===== src/rtl/pcmu_pkg.sv =====
// Package for the Potts coupling momentum update core.
// Holds widths, codes, the item and configuration structs and the saturation helper.
// Has no dependencies; every file of the block imports it.
package pcmu_pkg;

    localparam int DATA_W  = 32;
    localparam int FRAC_W  = 24;
    localparam int COUNT_W = 24;
    localparam int GAIN_W  = 16;
    localparam int MARG_W  = FRAC_W + 1;
    localparam int SUM_W   = 64;
    localparam int CUT_W   = DATA_W - 1;

    localparam int PROD_W  = 2 * MARG_W - FRAC_W;
    localparam int CORR_W  = DATA_W + 3;
    localparam int DIFF_W  = DATA_W + 2;
    localparam int DEL_W   = DIFF_W + 2;
    localparam int SQ_W    = 2 * DIFF_W - FRAC_W;
    localparam int RAD_W   = SUM_W + FRAC_W;
    localparam int ROOT_W  = RAD_W / 2;
    localparam int REM_W   = ROOT_W + 2;
    localparam int CNT_W   = $clog2(SUM_W);

    localparam int CFG_IDX_W = 3;
    localparam int CFG_DAT_W = DATA_W;

    // magnitude of the -1e-5 clamp value in the data format, at least one LSB
    localparam longint CLAMP_RAW = ((64'd1 << FRAC_W) + 64'd50000) / 64'd100000;
    localparam longint CLAMP_MAG = (CLAMP_RAW == 0) ? 1 : CLAMP_RAW;

    localparam logic [GAIN_W-1:0] STEP_GAIN_RST = GAIN_W'(655);
    localparam logic [GAIN_W-1:0] MOM_GAIN_RST  = GAIN_W'(62259);

    typedef enum logic [1:0] {
        KIND_CC = 2'd0,
        KIND_CI = 2'd1,
        KIND_IC = 2'd2,
        KIND_II = 2'd3
    } kind_t;

    localparam logic [CFG_IDX_W-1:0] REG_STEP_GAIN = 3'd0;
    localparam logic [CFG_IDX_W-1:0] REG_MOM_GAIN  = 3'd1;
    localparam logic [CFG_IDX_W-1:0] REG_CUTOFF    = 3'd2;
    localparam logic [CFG_IDX_W-1:0] REG_OFF_CC    = 3'd3;
    localparam logic [CFG_IDX_W-1:0] REG_OFF_CI    = 3'd4;
    localparam logic [CFG_IDX_W-1:0] REG_OFF_IC    = 3'd5;
    localparam logic [CFG_IDX_W-1:0] REG_OFF_II    = 3'd6;

    typedef logic [3:0][DATA_W-1:0] offset_set_t;

    typedef struct packed {
        logic [GAIN_W-1:0] step_gain;
        logic [GAIN_W-1:0] momentum_gain;
        logic [CUT_W-1:0]  corr_cutoff;
    } cfg_t;

    // classified element as it travels from the front queue to the engine
    typedef struct packed {
        logic                     ins_ins;
        logic                     last;
        logic signed [DATA_W-1:0] pair;
        logic signed [DATA_W-1:0] expd;
        logic signed [DATA_W-1:0] gauge;
        logic signed [DATA_W-1:0] offset;
        logic signed [DATA_W-1:0] coup;
        logic signed [DATA_W-1:0] mom;
        logic [MARG_W-1:0]        m1;
        logic [MARG_W-1:0]        m2;
    } item_t;

    function automatic logic [DATA_W-1:0] sat_data(input logic signed [DEL_W-1:0] v);
        logic signed [DEL_W-1:0] hi;
        logic signed [DEL_W-1:0] lo;
        hi = $signed({{(DEL_W-DATA_W+1){1'b0}}, {(DATA_W-1){1'b1}}});
        lo = ~hi;
        if (v > hi)
            sat_data = hi[DATA_W-1:0];
        else if (v < lo)
            sat_data = lo[DATA_W-1:0];
        else
            sat_data = v[DATA_W-1:0];
    endfunction

endpackage


===== src/rtl/pcmu_front.sv =====
// Front end: accepts elements, classifies them by kind and queues them.
// Depends on pcmu_pkg; feeds pcmu_engine through a two-entry queue.
module pcmu_front (
    input  logic                         clk,
    input  logic                         rst_n,
    input  logic                         push,
    output logic                         full,
    input  logic [1:0]                   opcode,
    input  logic signed [pcmu_pkg::DATA_W-1:0] pair_freq,
    input  logic signed [pcmu_pkg::DATA_W-1:0] pair_expected,
    input  logic [pcmu_pkg::MARG_W-1:0]  first_marginal,
    input  logic [pcmu_pkg::MARG_W-1:0]  second_marginal,
    input  logic signed [pcmu_pkg::DATA_W-1:0] gauge_term,
    input  logic signed [pcmu_pkg::DATA_W-1:0] coupling,
    input  logic signed [pcmu_pkg::DATA_W-1:0] momentum,
    input  logic                         last_element,
    input  pcmu_pkg::offset_set_t        offsets,
    output logic                         q_valid,
    output pcmu_pkg::item_t              q_item,
    input  logic                         q_pop
);
    import pcmu_pkg::*;

    item_t      entry_reg [2];
    logic       wr_ptr_reg;
    logic       rd_ptr_reg;
    logic [1:0] count_reg;
    logic       do_push;
    logic       do_pop;
    item_t      new_item;

    assign full    = (count_reg == 2'd2);
    assign q_valid = (count_reg != 2'd0);
    assign q_item  = entry_reg[rd_ptr_reg];
    assign do_push = push && !full;
    assign do_pop  = q_pop && q_valid;

    always_comb
    begin
        new_item.ins_ins = (kind_t'(opcode) == KIND_II);
        new_item.last    = last_element;
        new_item.pair    = pair_freq;
        new_item.expd    = pair_expected;
        // mixed kinds take half the gauge term, rounded toward minus infinity
        new_item.gauge   = (kind_t'(opcode) == KIND_CC) ? gauge_term : (gauge_term >>> 1);
        new_item.offset  = offsets[opcode];
        new_item.coup    = coupling;
        new_item.mom     = momentum;
        new_item.m1      = first_marginal;
        new_item.m2      = second_marginal;
    end

    always_ff @(posedge clk)
    begin
        if (do_push)
            entry_reg[wr_ptr_reg] <= new_item;
    end

    always_ff @(posedge clk or negedge rst_n)
    begin
        if (!rst_n)
        begin
            wr_ptr_reg <= 1'b0;
            rd_ptr_reg <= 1'b0;
            count_reg  <= 2'd0;
        end
        else
        begin
            if (do_push)
                wr_ptr_reg <= !wr_ptr_reg;
            if (do_pop)
                rd_ptr_reg <= !rd_ptr_reg;
            case ({do_push, do_pop})
                2'b10:   count_reg <= count_reg + 2'd1;
                2'b01:   count_reg <= count_reg - 2'd1;
                default: count_reg <= count_reg;
            endcase
        end
    end

endmodule


===== config.mk =====
export PLATFORM = sky130hd
export DESIGN_NAME = pcmu_front
export DESIGN_NICKNAME = d
export VERILOG_FILES = /design/src/rtl/pcmu_pkg.sv /design/src/rtl/pcmu_front.sv
export SDC_FILE = /design/constraint.sdc
export NUM_CORES = 1
export LEC_CHECK = 0
export CAP_MARGIN = 10
export CORE_AREA = 2 2 228 230
export CTS_CLUSTER_SIZE = 14
export DETAILED_ROUTE_END_ITERATION = 10
export DIE_AREA = 0 0 230 232
export DONT_BUFFER_PORTS = 1
export PLACE_DENSITY = 0.6
export SYNTH_ARGS = -nofsm -noshare
export SYNTH_HDL_FRONTEND = slang
export SYNTH_SLANG_ARGS = --single-unit

===== constraint.sdc =====
create_clock -name clk -period 31.8 [get_ports clk]
set_input_delay 4.77 -clock clk [delete_from_list [all_inputs] [get_ports clk]]
set_output_delay 4.77 -clock clk [all_outputs]
set_load 0.01 [all_outputs]

* Yosys cells after proc, flatten, opt, wreduce, memory -nomap -nowiden *
Memories as Yosys holds them, arrays and structs flattened.
Cells that the tools add are included.

word-level totals
  bits in registers = 4
  memory bits (writable) = 488
  input bits = 345
  output and inout bits = 246
  word-level logic and storage cells = 25
  memories kept = 1

operators by class
  add/subtract/negate cells = 2
  magnitude comparators = 1
  eq/ne operators = 4
  multiplexer cells = 6
  reduce and logical (&&, ||, !) cells = 8

memories
  name       depth  width  read ports  clocked after Yosys merged registers in  wr ports  RTL line          source
  entry_reg  2      244    1           0                                        1         pcmu_front.sv:24  item_t entry_reg [2];

operators with widths
  operator                                                    count
  binary-select mux 32 bit (select 2 bit)                     1
  two-way mux 32 bit                                          1
  two-way mux 31 bit                                          1
  equality test 2 bit, second input constant                  3
  case mux 2 bit (2 select lines)                             1
  nonzero test 2 bit                                          2
  zero test 1 bit                                             3
  less-than comparator 2 x 3 -> 1 bit, second input constant  1
  adder 2 x 1 -> 2 bit, second input constant                 1
  equality test 2 x 1 -> 1 bit, second input constant         1
  logical AND 1 bit                                           2
  zero test 2 bit                                             1
  two-way mux 1 bit                                           2
  subtractor 2 x 1 -> 2 bit, second input constant            1

* Longest topological paths before layout *
Gate-level depths: netlist of the first run.

  word-level depth = 5
  gate-level depth with buffers = 6
  gate-level depth less buffers = 6

* Worst setup path before layout of the first run *
No wires, ideal clock.

  kind = input-to-reg
  from = input port push
  to = memory entry_reg[0][0] in the netlist's numbering, enable pin
  library setup time = 853 ps
  data arrival time = 14972 ps
  data required time = 30947 ps
  setup slack = 15975 ps
  stages = 2
  buffers on the path = 0
  cells stage by stage = nand2_1 -> nor2_1

on the way
  longest elaborated chain between the ends = 3

RTL lines
  what                                     RTL line          source
  start, declared                          pcmu_front.sv:6   input logic push,
  logical AND 1 bit                        pcmu_front.sv:35  assign do_push = push && !full;
  two-way mux 1 bit                        pcmu_front.sv:55  if (do_push)
  two-way mux 1 bit (not written as such)  pcmu_front.sv:56  entry_reg[wr_ptr_reg] <= new_item;
  end, declared                            pcmu_front.sv:24

Every way passes these cells.

==> flow_summary_export.csv, run 1 <==
group,metric,value,unit
route,ant_nets,0,
worst_setup_path,critPathKind,"reg -> out",
clock_network,numCtsBuffers,50,
clock_network,ctsResizeCount,0,
power,power.total,0.00198,W
finish,syn2layout_area_growth,12.1,%
yosys,ys_ff_latch,492,
placed_design,hpwl,30.7,mm
yosys,synth.avg_cell_area,22.2,µm²
worst_setup_path,startpoint,"rd_ptr_reg",
route,drt-initial-drc-count,517,
run,max_cap_viol_count,0,
finish,drive_above_1_share,0.416,
global_route,antenna_found_initial,3,
outcome,status,"finished, final reports clean",
floorplanning,rows,83,
worst_setup_path,crit_path_max_fanout,83,
floorplanning,start_util,0.373,
global_route,grt_pass1_wl,59.1,mm
yosys,synth.net_count,1199,
worst_hold_path,holdCritStartpoint,"count_reg[1]",
floorplanning,die_area,53400,µm²
clock_network,cts_sinks,492,
route,num_vias,8147,
power,ir_worst_vdd,53.9,µV
global_route,grt_max_degree,104,
worst_setup_path,worstPathRequired,27.03,ns
global_route,grt-ovfl-total,0,
clock_network,root_buffer,"clkbuf_16",
clock_network,cts_buffer_depth,3,
timing,rsz0062_at_grt,"no",
worst_setup_path,timing.rr.start,"count_reg[0]",
yosys,syn_area,19000,µm²
floorplanning,fp.dieH,232,µm
timing,max_freq,0.124,GHz
timing,fin_crit,8.07,ns
timing,relSlewSlack,0.263,
power,power.leakage,6.75,nW
clock_network,cts_tree,"built",
route,wl_per_cell,26.8,µm
route,wirelength,42.9,mm
floorplanning,boundaryPins,591,
timing,worst_pin_slew,1.11,ns
timing,drv_slew,0,
route,viasPerCell,5.09,
worst_setup_path,rrSetupSlack,28.36,ns
timing,setup_tns,0,ns
worst_setup_path,crit_arrival,3.30,ns
clock_network,htreeDepth,2,
timing,final-setup-viol-count,0,
finish,largest_reg_flops,488,
route,first_pass_iters,4,
yosys,yosysSeqAreaShare,0.778,
clock_network,cts_setup_buffers,0,
clock_network,clkLatencyLatePin,0.57,ns
worst_hold_path,holdCritPathClass,"reg -> reg",
placed_design,gp_congestion,0.910,
timing,hold_viol_final,0,
floorplanning,die_x,230,µm
worst_setup_path,reg2regPathDepth,4,
timing,fin_crit_sh,0.254,
route,drt_drc_violations_left,0,
yosys,yosysWarningCount,0,
yosys,synth_cells,853,
worst_setup_path,r2r_end,"entry_reg[1][126]",
power,powerDensity,93.2,nW/µm²
global_route,first_global_vias,8730,
finish,fin_nets,1224,
worst_setup_path,crit_end,"q_item[156]",
yosys,ys_types,21,
worst_setup_path,end_kind,"output pin",
clock_network,cts_hold_buf,0,
worst_setup_path,start_kind,"register",
global_route,grt_use_total,0.154,
clock_network,cts.clk_slew.worst_paths,0.06,ns
timing,clock_skew,0.0173,ns
placed_design,io_buffers,0,
floorplanning,coreArea,50900,µm²
-- logic make-up after synthesis --
family        Yosys count  share of synthesized area
mux                   307                      0.201
simple gates            9                    0.00284
fa+ha+maj               1                   0.000660
flops                 492                      0.778
buf+inv                39                     0.0150
xor+xnor                5                    0.00231
-- final cells by class --
type                       instances  area, µm²
fill                            4392      29600
clock buffer                      59       1310
timing repair buffer              11        103
multi-input combinational        322       3940
sequential                       492      14800
clock inverter                    31        283
antenna                            5       12.5
tap                              680        851
inverter                           1       3.75
-- worst max-delay path: stages (launching register included) --
cell and delay, ns:
dfrtp_4 0.80, buf_4 0.62, buf_4 0.42, buf_16 0.35
mux2_2 0.43
-- layer usage --
| layer | global-route usage | vias to the layer above | share of wire |
|---|---|---|---|
| li1 | - | 3509 | - |
| met1 | 0.148 | 4090 | 0.32 |
| met2 | 0.282 | 452 | 0.53 |
| met3 | 0.0664 | 96 | 0.11 |
| met4 | 0.0704 | 0 | 0.042 |
| met5 | 0 | - | 0 |
-- where the power goes --
part	switching (W)	total (W)	internal, W
combinational	0.000300	0.000476	0.000176
clock	0.000234	0.000567	0.000333
sequential	0.0000461	0.000938	0.000892
total	0.000580	0.00198	0.00140
-- cells in the mapped netlist --
cell / n / area, µm²
nor2_4: 1 / 11.3
nor2_1: 2 / 7.51
and2_1: 2 / 12.5
or2_2: 1 / 6.26
buf_6: 7 / 78.8
nand2b_1: 1 / 6.26
buf_12: 2 / 40.0
inv_1: 1 / 3.75
edfxtp_1: 488 / 14700
xnor2_1: 3 / 26.3
buf_2: 25 / 125
nand2_1: 1 / 3.75
buf_8: 1 / 15.0
mux2_1: 10 / 113
dfrtp_1: 4 / 100
buf_4: 3 / 22.5
and3_1: 1 / 6.26
mux4_2: 32 / 721
mux2_2: 265 / 2980
xor2_1: 2 / 17.5
ha_1: 1 / 12.5
-- layout by cell type (no fill, tap or decap), drive strengths merged --
| master | netlist | final |
|---|---|---|
| nand2 | 1 | 1 |
| clkbuf | 0 | 59 |
| nand2b | 1 | 1 |
| dfrtp | 4 | 4 |
| clkinvlp | 0 | 2 |
| diode | 0 | 5 |
| edfxtp | 488 | 488 |
| and2 | 2 | 2 |
| mux4 | 32 | 32 |
| buf | 38 | 11 |
| and3 | 1 | 1 |
| or2 | 1 | 1 |
| clkinv | 0 | 22 |
| bufinv | 0 | 5 |
| nor2 | 3 | 3 |
| xor2 | 2 | 2 |
| mux2 | 275 | 275 |
| xnor2 | 3 | 3 |
| inv | 1 | 3 |
| ha | 1 | 1 |
-- stage by stage --
step | area (µm²) | cells | worst slack (ns) | util | hold slack, ns
after floorplan | 19000 | 853 | 15.97 | - | 0.457
after global placement | 19600 | 1505 | 24.08 | 0.386 | 0.483
after detailed placement | 19600 | 1505 | 23.96 | 0.386 | 0.520
after CTS | 21200 | 1595 | 23.31 | 0.417 | 0.529
after global routing | 21200 | 1597 | 23.53 | 0.418 | 0.537
final | 21300 | 1601 | 23.73 | 0.418 | 0.525
-- how the worst min path moves through the flow --
stage                    to  slack [ns]  cells after the start
4_1_cts        count_reg[1]        0.53                      1
3_3_place_gp   count_reg[1]        0.48                      1
5_1_grt        count_reg[1]        0.54                      1
2_1_floorplan  count_reg[1]        0.46                      1
3_5_place_dp   count_reg[1]        0.52                      1
6_report       count_reg[1]        0.53                      1
Note: power is estimated with default switching activity, not from simulation.
==> run 2, diff against run 1 <==
ABC_AREA = 1   (was not set)
CORE_AREA = 2 2 232 234   (was 2 2 228 230)
DIE_AREA = 0 0 234 236   (was 0 0 230 232)
PLACE_DENSITY = 0.62   (was 0.6)
clock period = 7.1 ns   (was 31.8 ns; I/O delays follow)
==> flow_summary_export.csv, run 2 <==
group,metric,value,unit
outcome,status,"finished, final reports clean",
finish,final_cell_mix,"nand2_1, edfxtp_1, inv_1, nor2_1, clkbuf_16",
worst_setup_path,critical_path.most_common_cell,"nand2_1",
floorplanning,start_util,0.370,
finish,fin_nets,2028,
worst_setup_path,crit_arrival,3.20,ns
global_route,grt_use_total,0.165,
worst_setup_path,critPathKind,"reg -> out",
timing,rsz0062_at_grt,"no",
finish,final_area,21800,µm²
yosys,yosysWarningCount,0,
timing,fin_crit,4.27,ns
route,num_vias,11677,
timing,max_freq,0.234,GHz
route,drt_drc_violations_left,0,
route,viasPerCell,4.82,
placed_design,io_buffers,0,
clock_network,htreeDepth,2,
global_route,first_global_vias,11362,
yosys,synth_largest_area_cell,"edfxtp_1",
yosys,ys_top_cells_by_count,"nand2_1, edfxtp_1, inv_1, nor2_1, buf_2",
yosys,syn_area,19600,µm²
timing,worst_pin_slew,1.12,ns
floorplanning,coreArea,53100,µm²
worst_setup_path,worstPathRequired,6.03,ns
clock_network,cts_hold_buf,0,
clock_network,cts_tree,"built",
yosys,synth.avg_cell_area,11.5,µm²
clock_network,ctsResizeCount,0,
timing,hold_viol_final,0,
yosys,ys.flop_type,"edfxtp_1",
global_route,grt-ovfl-total,0,
yosys,ys_types,20,
placed_design,hpwl,34.0,mm
clock_network,cts_buffer_depth,3,
placed_design,place_inst,2326,
clock_network,clkLatencyLatePin,0.56,ns
power,power.leakage,8.72,nW
clock_network,cts.clk_slew.worst_paths,0.06,ns
global_route,antenna_found_initial,9,
finish,mostFrequentLayoutCell,"nand2_1",
yosys,yosysSeqAreaShare,0.751,
floorplanning,boundaryPins,591,
floorplanning,die_x,234,µm
worst_hold_path,holdCritPathClass,"in -> async",
run,max_cap_viol_count,0,
worst_setup_path,timing.rr.start,"count_reg[1]",
yosys,netlist.area_leader.share,0.746,
worst_setup_path,crit_path_max_fanout,98,
finish,syn2layout_area_growth,11.2,%
clock_network,root_buffer,"clkbuf_16",
yosys,synth_edf_count,488,
timing,drv_slew,0,
worst_setup_path,start_kind,"register",
worst_setup_path,rrSetupSlack,4.47,ns
finish,largest_reg_flops,488,
yosys,ys_ff_latch,492,
timing,final-setup-viol-count,0,
worst_setup_path,crit_chain,"inv_8 > buf_4 > nand2_1 > nand2_1",
floorplanning,die_area,55200,µm²
worst_setup_path,max_stage_delay,0.87,ns
worst_setup_path,critPathSlowestCell,"dfrtp_4",
clock_network,numCtsBuffers,50,
timing,fin_crit_sh,0.601,
timing,relSlewSlack,0.253,
route,first_pass_iters,5,
yosys,ys_async_sr_fraction,0.00813,
yosys,synthMostInstantiatedCell,"nand2_1",
power,powerDensity,417,nW/µm²
worst_setup_path,end_kind,"output pin",
worst_setup_path,reg2regPathDepth,6,
worst_setup_path,startpoint,"rd_ptr_reg",
clock_network,cts_sinks,492,
power,ir_worst_vdd,240,µV
route,ant_nets,0,
worst_setup_path,r2r_end,"entry_reg[0][162]",
route,wl_per_cell,19.8,µm
finish,final_cells,2425,
route,wirelength,48.0,mm
placed_design,placed_area,20200,µm²
yosys,synth_cells,1702,
finish,drive_above_1_share,0.0517,
floorplanning,fp.dieH,236,µm
clock_network,cts_setup_buffers,0,
timing,setup_tns,0,ns
timing,clock_skew,0.0102,ns
worst_setup_path,crit_end,"q_item[162]",
yosys,synthTopCellsByArea,"edfxtp_1, nand2_1, inv_1",
global_route,grt_max_degree,148,
floorplanning,rows,85,
timing,fin_ws,2.83,ns
yosys,synth.net_count,2048,
placed_design,pre_cts_slack,3.35,ns
placed_design,gp_congestion,0.963,
route,drt-initial-drc-count,719,
global_route,grt_pass1_wl,68.0,mm
-- run 2: how the worst min path moves through the flow --
stage                       from           end  cells past startpoint
finish                     rst_n    rd_ptr_reg                      0
global placement    count_reg[1]  count_reg[1]                      2
global route               rst_n    wr_ptr_reg                      0
detailed placement    wr_ptr_reg    wr_ptr_reg                      2
floorplan           count_reg[1]  count_reg[1]                      2
CTS                        rst_n    wr_ptr_reg                      0
-- run 2: logic make-up after synthesis --
group                      share of synthesized area
DFF                                            0.751
buffers and inverters                         0.0403
AOI/OAI and AO/OA                             0.0206
adders and majority gates                   0.000637
and+or+nand+nor                                0.187
xor gates and xnor gates                    0.000446
-- run 2: area by class of cell --
class / instances / area [µm²]
repair buffers: 9 / 92.6
diodes: 6 / 15.0
flip-flops and latches: 492 / 14800
well taps: 696 / 871
inverters: 90 / 353
fillers: 4929 / 31200
clock buffers: 56 / 1340
clock inverters: 37 / 307
multi-input cells: 1039 / 4100
-- run 2: through the flow --
step	util	hold WS [ns]	power [W]
after floorplan	-	0.442	0.00609
after global placement	0.380	0.455	0.00659
after detailed placement	0.380	0.474	0.00662
after CTS	0.411	0.148	0.00922
after global routing	0.411	0.148	0.00959
final	0.411	0.187	0.00910
-- run 2: power breakdown --
part / leakage, nW / switching (W) / internal, W / total [W]
combinational: 3.32 / 0.00187 / 0.000414 / 0.00228
sequential: 4.59 / 0.000244 / 0.00399 / 0.00423
clock: 0.808 / 0.00106 / 0.00153 / 0.00259
-- run 2: metal layers --
| metal | GRT usage | wire (µm) | up-vias |
|---|---|---|---|
| met5 | 0 | 73 | - |
| met4 | 0.0806 | 2120 | 10 |
| met3 | 0.0847 | 6110 | 112 |
| met2 | 0.281 | 23600 | 515 |
| met1 | 0.164 | 16100 | 5478 |
| li1 | - | - | 5562 |
-- run 2: critical path: cells and delay by family, from the launching register on --
kind | cells | cell delay [ns]
buffers and inverters | 2 | 1.26
DFF | 1 | 0.87
and+or+nand+nor | 2 | 0.28
